### config.mk
export PLATFORM = sky130hd
export DESIGN_NAME = udp_fragment_completion_tracker
export DESIGN_NICKNAME = d
export VERILOG_FILES = /design/src/design/ufct_pkg.sv /design/src/design/udp_fragment_completion_tracker.sv /design/src/design/ufct_table.sv /design/src/design/ufct_decide.sv
export SDC_FILE = /design/constraint.sdc
export NUM_CORES = 2
export LEC_CHECK = 0
export BUFFER_PORTS_ARGS = -buffer_cell sky130_fd_sc_hd__buf_2
export CELL_PAD_IN_SITES_DETAIL_PLACEMENT = 1
export CELL_PAD_IN_SITES_GLOBAL_PLACEMENT = 1
export CORE_ASPECT_RATIO = 0.6
export CORE_UTILIZATION = 38
export DETAILED_ROUTE_END_ITERATION = 8
export GPL_TIMING_DRIVEN = 0
export MAX_ROUTING_LAYER = met4
export PLACE_DENSITY = 0.6
export RECOVER_POWER = 50
export SLEW_MARGIN = 30
export SYNTH_ARGS = -nofsm -noshare
export SYNTH_HDL_FRONTEND = slang
export SYNTH_SLANG_ARGS = --single-unit
export TNS_END_PERCENT = 5
### constraint.sdc
create_clock -name clk -period 32.6 [get_ports clk]
set_clock_uncertainty 0.2 [all_clocks]
set_input_delay 1.63 -clock clk [delete_from_list [all_inputs] [get_ports clk]]
set_output_delay 1.63 -clock clk [all_outputs]
set_load 0.01 [all_outputs]
### src/design/ufct_pkg.sv
// Shared types and constants for the UDP fragment completion tracker.
`timescale 1ns / 1ps

package ufct_pkg;

  localparam int NUM_SOURCES = 16;
  localparam int MAX_FRAGS   = 64;

  localparam int ADDR_W  = 48;
  localparam int SEQ_W   = 32;
  localparam int IDX_W   = 6;
  localparam int TOTAL_W = 7;
  localparam int COUNT_W = 7;
  localparam int SLOT_W  = (NUM_SOURCES > 1) ? $clog2(NUM_SOURCES) : 1;
  localparam int FRAG_W  = $clog2(MAX_FRAGS);

  typedef logic [ADDR_W-1:0]    addr_t;
  typedef logic [SEQ_W-1:0]     seq_t;
  typedef logic [IDX_W-1:0]     idx_t;
  typedef logic [TOTAL_W-1:0]   total_t;
  typedef logic [COUNT_W-1:0]   count_t;
  typedef logic [SLOT_W-1:0]    slot_t;
  typedef logic [MAX_FRAGS-1:0] bitmap_t;

  typedef enum logic [0:0] {
    OP_FRAG   = 1'b0,
    OP_REMOVE = 1'b1
  } op_t;

  typedef enum logic [3:0] {
    ST_TRACKED     = 4'd0,
    ST_COMPLETE    = 4'd1,
    ST_DUPLICATE   = 4'd2,
    ST_STALE       = 4'd3,
    ST_FULL        = 4'd4,
    ST_BAD_INDEX   = 4'd5,
    ST_REMOVED     = 4'd6,
    ST_REMOVE_MISS = 4'd7,
    ST_RESTARTED   = 4'd8
  } status_t;

  typedef enum logic [1:0] {
    WR_START = 2'd0,
    WR_ADD   = 2'd1,
    WR_CLEAR = 2'd2
  } wr_kind_t;

  typedef struct packed {
    op_t    op;
    addr_t  addr;
    seq_t   seq;
    idx_t   idx;
    total_t total;
  } req_t;

  typedef struct packed {
    logic   hit;
    slot_t  hit_slot;
    logic   free_found;
    slot_t  free_slot;
    seq_t   e_seq;
    total_t e_total;
    bitmap_t e_bitmap;
    count_t e_count;
  } lookup_t;

  typedef struct packed {
    logic              en;
    wr_kind_t          kind;
    slot_t             slot;
    addr_t             addr;
    seq_t              seq;
    total_t            total;
    logic [FRAG_W-1:0] bit_idx;
  } wr_t;

  typedef struct packed {
    logic    is_last;
    status_t status;
    count_t  count;
  } result_t;

endpackage

### src/design/udp_fragment_completion_tracker.sv
// Top level of the UDP fragment completion tracker.
//
// Slave side takes one request per handshake: a fragment header or a
// remove request (opcode in s_tuser). Each request yields exactly one
// result on the master side: received count in m_tdata, status code in
// m_tuser, and m_tlast high when the fragment completes its message.
//
// A request is captured in an input register; once the result register is
// free or being taken, it is matched in parallel against all sixteen table
// entries, the table is updated and the result registered. One request is
// taken every cycle while the receiver does not stall, through the single
// match/update pass over the entry table.
//
// Reset clears all entry valid bits and the valid flags of both pipeline
// registers. When the receiver stalls, the result register holds and the input
// register keeps one more request; s_tready then drops until the result is
// taken.
`timescale 1ns / 1ps

module udp_fragment_completion_tracker import ufct_pkg::*; (
  input  logic        clk,
  input  logic        rst,
  input  logic        s_tvalid,
  output logic        s_tready,
  input  logic [95:0] s_tdata,   // src_addr[47:0], msg_seq[79:48], frag_index[85:80],
                                 // frag_total[92:86], zero pad
  input  logic [0:0]  s_tuser,   // opcode
  output logic        m_tvalid,
  input  logic        m_tready,
  output logic [7:0]  m_tdata,   // received_count[6:0], zero pad
  output logic        m_tlast,   // is_last
  output logic [3:0]  m_tuser    // status
);

  logic    in_valid;
  req_t    req;
  result_t res_r;
  result_t res;
  lookup_t lk;
  wr_t     wr;
  wr_t     wr_q;
  logic    advance;

  assign advance  = in_valid && (!m_tvalid || m_tready);
  assign s_tready = !in_valid || advance;

  always_ff @(posedge clk) begin
    if (rst) begin
      in_valid <= 1'b0;
      m_tvalid <= 1'b0;
    end else begin
      if (s_tready) begin
        in_valid <= s_tvalid;
      end
      if (advance) begin
        m_tvalid <= 1'b1;
      end else if (m_tready) begin
        m_tvalid <= 1'b0;
      end
    end
  end

  always_ff @(posedge clk) begin
    if (s_tvalid && s_tready) begin
      req.op    <= op_t'(s_tuser[0]);
      req.addr  <= s_tdata[47:0];
      req.seq   <= s_tdata[79:48];
      req.idx   <= s_tdata[85:80];
      req.total <= s_tdata[92:86];
    end
    if (advance) begin
      res_r <= res;
    end
  end

  ufct_decide u_decide (
    .req (req),
    .lk  (lk),
    .res (res),
    .wr  (wr)
  );

  always_comb begin
    wr_q    = wr;
    wr_q.en = wr.en && advance;
  end

  ufct_table u_table (
    .clk  (clk),
    .rst  (rst),
    .addr (req.addr),
    .wr   (wr_q),
    .lk   (lk)
  );

  assign m_tdata = {1'b0, res_r.count};
  assign m_tlast = res_r.is_last;
  assign m_tuser = res_r.status;

  a_last_is_complete: assert property (@(posedge clk) disable iff (rst)
    m_tvalid && m_tlast |-> res_r.status == ST_COMPLETE)
    else $error("completion flag without complete status");

  a_remove_zero: assert property (@(posedge clk) disable iff (rst)
    m_tvalid && (res_r.status == ST_REMOVED || res_r.status == ST_REMOVE_MISS)
      |-> res_r.count == '0 && !m_tlast)
    else $error("remove result carries count or completion");

  a_result_from_request: assert property (@(posedge clk) disable iff (rst)
    $rose(m_tvalid) |-> $past(advance))
    else $error("result appeared without a processed request");

  a_clear_needs_hit: assert property (@(posedge clk) disable iff (rst)
    wr_q.en && wr_q.kind == WR_CLEAR |-> lk.hit)
    else $error("entry cleared without address match");

  a_start_free_slot: assert property (@(posedge clk) disable iff (rst)
    wr_q.en && wr_q.kind == WR_START && !lk.hit |-> lk.free_found)
    else $error("new entry started with table full");

endmodule

### src/design/ufct_table.sv
// Per-source entry table with parallel address match and free-slot search.
`timescale 1ns / 1ps

module ufct_table import ufct_pkg::*; (
  input  logic    clk,
  input  logic    rst,
  input  addr_t   addr,
  input  wr_t     wr,
  output lookup_t lk
);

  logic    entry_valid  [NUM_SOURCES];
  addr_t   entry_addr   [NUM_SOURCES];
  seq_t    entry_seq    [NUM_SOURCES];
  total_t  entry_total  [NUM_SOURCES];
  bitmap_t entry_bitmap [NUM_SOURCES];
  count_t  entry_count  [NUM_SOURCES];

  logic [NUM_SOURCES-1:0] match;
  slot_t                  hit_slot;
  slot_t                  free_slot;
  logic                   free_found;

  always_comb begin
    hit_slot   = '0;
    free_slot  = '0;
    free_found = 1'b0;
    for (int i = NUM_SOURCES - 1; i >= 0; i--) begin
      match[i] = entry_valid[i] && (entry_addr[i] == addr);
      if (match[i]) begin
        hit_slot = SLOT_W'(i);
      end
      if (!entry_valid[i]) begin
        free_slot  = SLOT_W'(i);
        free_found = 1'b1;
      end
    end
  end

  always_comb begin
    lk.hit        = |match;
    lk.hit_slot   = hit_slot;
    lk.free_found = free_found;
    lk.free_slot  = free_slot;
    lk.e_seq      = entry_seq[hit_slot];
    lk.e_total    = entry_total[hit_slot];
    lk.e_bitmap   = entry_bitmap[hit_slot];
    lk.e_count    = entry_count[hit_slot];
  end

  always_ff @(posedge clk) begin
    if (rst) begin
      for (int i = 0; i < NUM_SOURCES; i++) begin
        entry_valid[i] <= 1'b0;
      end
    end else if (wr.en) begin
      case (wr.kind)
        WR_START: entry_valid[wr.slot] <= 1'b1;
        WR_CLEAR: entry_valid[wr.slot] <= 1'b0;
        default: ;
      endcase
    end
  end

  always_ff @(posedge clk) begin
    if (wr.en) begin
      case (wr.kind)
        WR_START: begin
          entry_addr[wr.slot]   <= wr.addr;
          entry_seq[wr.slot]    <= wr.seq;
          entry_total[wr.slot]  <= wr.total;
          entry_bitmap[wr.slot] <= bitmap_t'(1) << wr.bit_idx;
          entry_count[wr.slot]  <= COUNT_W'(1);
        end
        WR_ADD: begin
          entry_bitmap[wr.slot] <= entry_bitmap[wr.slot] | (bitmap_t'(1) << wr.bit_idx);
          entry_count[wr.slot]  <= entry_count[wr.slot] + COUNT_W'(1);
        end
        default: ;
      endcase
    end
  end

endmodule

### src/design/ufct_decide.sv
// Per-request decision: result fields and the table update they imply.
`timescale 1ns / 1ps

module ufct_decide import ufct_pkg::*; (
  input  req_t    req,
  input  lookup_t lk,
  output result_t res,
  output wr_t     wr
);

  logic   bad;
  logic   bit_set;
  count_t count_hit;

  always_comb begin
    bad = (req.total == '0) || (req.total > TOTAL_W'(MAX_FRAGS)) ||
          ({1'b0, req.idx} >= req.total);
    bit_set   = lk.e_bitmap[req.idx[FRAG_W-1:0]];
    count_hit = lk.hit ? lk.e_count : '0;

    res.is_last = 1'b0;
    res.status  = ST_TRACKED;
    res.count   = count_hit;

    wr.en      = 1'b0;
    wr.kind    = WR_START;
    wr.slot    = lk.hit_slot;
    wr.addr    = req.addr;
    wr.seq     = req.seq;
    wr.total   = req.total;
    wr.bit_idx = req.idx[FRAG_W-1:0];

    if (req.op == OP_REMOVE) begin
      res.count = '0;
      if (lk.hit) begin
        res.status = ST_REMOVED;
        wr.en      = 1'b1;
        wr.kind    = WR_CLEAR;
      end else begin
        res.status = ST_REMOVE_MISS;
      end
    end else if (bad) begin
      res.status = ST_BAD_INDEX;
    end else if (req.total == TOTAL_W'(1)) begin
      res.is_last = 1'b1;
      res.status  = ST_COMPLETE;
    end else if (!lk.hit) begin
      if (!lk.free_found) begin
        res.status = ST_FULL;
      end else begin
        res.count = COUNT_W'(1);
        wr.en     = 1'b1;
        wr.slot   = lk.free_slot;
      end
    end else if (lk.e_count == '0) begin
      res.count = COUNT_W'(1);
      wr.en     = 1'b1;
    end else if (req.seq < lk.e_seq) begin
      res.status = ST_STALE;
    end else if (req.seq > lk.e_seq) begin
      res.status = ST_RESTARTED;
      res.count  = COUNT_W'(1);
      wr.en      = 1'b1;
    end else if (req.total != lk.e_total) begin
      res.status = ST_BAD_INDEX;
    end else if (bit_set) begin
      res.status = ST_DUPLICATE;
    end else if ((lk.e_count + COUNT_W'(1)) == lk.e_total) begin
      // final missing fragment: report, leave entry untouched
      res.is_last = 1'b1;
      res.status  = ST_COMPLETE;
    end else begin
      res.count = lk.e_count + COUNT_W'(1);
      wr.en     = 1'b1;
      wr.kind   = WR_ADD;
    end
  end

endmodule
==> results.md <==
* CP max stage cell: clkbuf_1
* Crit Path Max Fanout at 12
* Worst rel slew slack at -104%
* # clock sinks at 2652
* Leading area contributor after synthesis: edfxtp_1
* Tcrit/Tclk final at 81.8%
* Die Span Y at 444 µm
* CP top delay family: buffers and inverters
* CTS Buf Count at 282
* Mean post-synth cell area at 12.4 µm²
* RSZ-0062 raised after global routing: no
* Worst hold endpoint: m_tvalid$_SDFFE_PP0P_
* Clock power share at 43.7%
* DRC at 0
* Inst Count DP at 14.9k
* Post-synth top area share at 64.3%
* R2R Setup Slk at 5920 ps
* R2r endpoint: u_table.entry_bitmap[0][43]$_DFFE_PP_
* Most common cell after layout, fill and taps aside: edfxtp_1
* Die Area at 328000 µm²
* Grt ovf at 0
* Post-CTS setup buffer count at 0
* Crit path required time at 33060 ps
* Clk Latency, worst-skew pair at 950 ps
* Hold WC Path Type: reg2reg
* Setup TNS at 0 ps
* Root buf cell: clkbuf_16
* Switching share of power at 24.6%
* Initial antenna violation count at 163
* Reg2Reg Depth at 47
* Num rows at 161
* Crit path buf inv count at 18
* Asr flop ratio synth at 0%
* Area contributors post-synth: edfxtp_1 (64%), nand2_1 (6.3%), mux2i_1 (4.3%), xor2_1 (2.8%), xnor2_1 (2.2%)
* Via count at 107k
* Clock Path Buffers at 4
* CP endpoint kind: flip-flop
* H-tree depth at 5
* Number of buffers inserted by port buffering at 111
* Post-Syn Area at 124000 µm²
* YS warnings at 0
* Nets at 11.0k
* Worst IR Drop VDD at 0.0467 mV
* Tmin final at 26680 ps
* Failing checks: max-capacitance violations, max-slew violations
* Initial DRT Pass Iterations at 6
* Sequential area share after synthesis at 64.4%
* Post-CTS resize count at 0
* DRT iter0 DRCs at 22.1k
* Io pins at 116
* Pin count of the biggest net entering global routing at 33
* Worst r2r src: req[82]$_DFFE_PP_
* Hold-critical path depth at 2
* Yosys cell types at 105
* Cell count after synthesis at 9997
* CTS tree: done
* HP Start: in_valid$_SDFFE_PP0N_
* Via count of the first global-routing pass at 98.4k
* Flop pwr share at 51.1%
* Highest achievable clock rate at 37.5 MHz
* Max Slew Vio Count at 301
* DR WL/cell at 49.9 µm
* Switch Pwr at 1.82 mW
* Most frequent CP cell: clkbuf_1
* Die Wd at 738 µm
* Number of synthesized flops with an enable pin at 2650
* Register bit total from synthesis at 2652
* Starting density of the core at 38.4%
* Setup crit start kind: flip-flop
* Fin Hold WS at 327 ps
* Final wirelength at 776000 µm
* Share of layout cells above drive strength 1 at 13.2%
* Ys flop type: edfxtp_1
* CP arrival at 27140 ps
* Gp weighted congestion at 1.06
* Outcome: complete, but fails checks
* Clk slew on worst S/H paths at 70 ps
* First-pass GRT wire length at 988000 µm
* Layout Utilization at 46.1%
* # hold bufs at CTS at 0
* Slew @ Worst Pin at 3060 ps
* Slowest stage delay, CP at 2250 ps
* HPWL after DPL at 579000 µm
* Internal power at 5.57 mW
* Final cell count without fillers at 15.6k
* Max-Cap Viols at 24
* Area Overhead vs Synth at 20.2%
* Core area at 322000 µm²
* CP Class: reg2reg
* Leakage dissipation at 50.4 nW
* Most frequent cells in the layout: edfxtp_1 (2650), nand2_1 (2050), mux2i_1 (523)
* Gr usage total at 47.2%
* Vias/cell at 6.88
* Mapped Nets at 10.1k
* Final Hold Vio Count at 0
* Endpoints failing setup at 0
* DRT antenna net count at 0
* Combinational power share at 5.2%
* Pwr per Cell Area at 49.7 nW/µm²
-- per-layer routing --
| metal | vias to the layer above | GRT usage (%) | share of wire, % |
|---|---|---|---|
| met1 | 56200 | 66.1 | 42 |
| met5 | - | - | 0 |
| met2 | 9754 | 55.8 | 36 |
| li1 | 39600 | - | - |
| met3 | 1565 | 26.2 | 18 |
| met4 | 0 | 15.9 | 4.0 |
-- Yosys cell counts, types with 33 or more instances --
cell and instances:
a211oi_1 243, a21oi_1 218, a311oi_1 140, a31oi_1 216, and2_1 33, and3_1 303
buf_1 97, buf_2 153, clkbuf_1 352, edfxtp_1 2650, ha_1 41, inv_1 88
mux2_2 42, mux2i_1 528, nand2_1 2066, nand2b_1 184, nand3_1 324, nand4_1 204
nor2_1 252, nor3_1 73, nor4_1 172, o2111ai_1 35, o211ai_1 57, o21ai_0 169
o32ai_1 56, or4_1 52, xnor2_1 309, xor2_1 395
-- layout make-up --
cell class              count  area (µm²)
inverters                  91         343
diodes                    138         345
flip-flops and latches   2652       79600
fillers                 33100      174000
clock inverters           116         892
plain buffers             644        3240
well taps                4319        5400
multi-input cells        6610       41900
repair buffers            626        9310
clock buffers             366        7610
-- worst reg2reg max path, delay by kind of cell (launching register included) --
family / cells / cell delay (ps)
buf+inv: 18 / 18170
fa+ha+maj: 1 / 310
mux: 1 / 270
flops: 1 / 620
compound gates: 15 / 4240
simple gates: 12 / 2580
-- registers in the layout, summed over array words and instances, names as in the netlist, 4 cells and up --
name / count
req: 94
u_table.entry_seq: 512
m_tdata: 7
u_table.entry_bitmap: 1024
u_table.entry_valid: 16
u_table.entry_count: 112
m_tuser: 4
u_table.entry_total: 112
u_table.entry_addr: 768
-- metrics by stage --
stage | worst slack (ps) | instance area [µm²] | power [mW]
floorplan | 20110 | 124000 | 3.97
global placement | 2130 | 130000 | 4.18
detailed placement | 14810 | 142000 | 4.22
CTS | 14730 | 150000 | 7.36
global route | 7360 | 149000 | 7.47
finish | 5920 | 149000 | 7.39
-- cell families (layout without fill, tap and decap cells) --
group	count (synthesis)	count (layout)	synth area share [%]
simple gates	3894	3894	14.9
flops	2652	2652	64.4
compound gates	1394	1394	7.95
buf+inv	735	1843	2.61
xor+xnor	704	704	4.99
mux	576	576	4.74
fa+ha+maj	41	41	0.415
other cells	1	139	0.00303
-- power by group through the flow --
stage | sequential [mW] | clock [mW] | combinational [mW]
2_1_floorplan | 3.84 | 0 | 0.135
3_3_place_gp | 3.90 | 0 | 0.284
3_5_place_dp | 3.85 | 0 | 0.369
4_1_cts | 3.78 | 3.21 | 0.371
5_1_grt | 3.78 | 3.32 | 0.373
6_report | 3.78 | 3.23 | 0.384
-- worst max-delay path by stage --
stage	startpoint	end	slack [ps]	depth (start not counted)
after floorplan	req[75]$_DFFE_PP_	u_table.entry_addr[10][0]$_DFFE_PP_	20110	42
after global placement	req[65]$_DFFE_PP_	u_table.entry_bitmap[13][31]$_DFFE_PP_	2130	39
after detailed placement	req[82]$_DFFE_PP_	u_table.entry_bitmap[8][34]$_DFFE_PP_	14810	47
after CTS	req[82]$_DFFE_PP_	u_table.entry_bitmap[10][16]$_DFFE_PP_	14730	47
after global routing	req[82]$_DFFE_PP_	u_table.entry_addr[1][47]$_DFFE_PP_	7360	48
final	req[82]$_DFFE_PP_	u_table.entry_bitmap[0][43]$_DFFE_PP_	5920	47
Power figures use the tool's default switching activity.
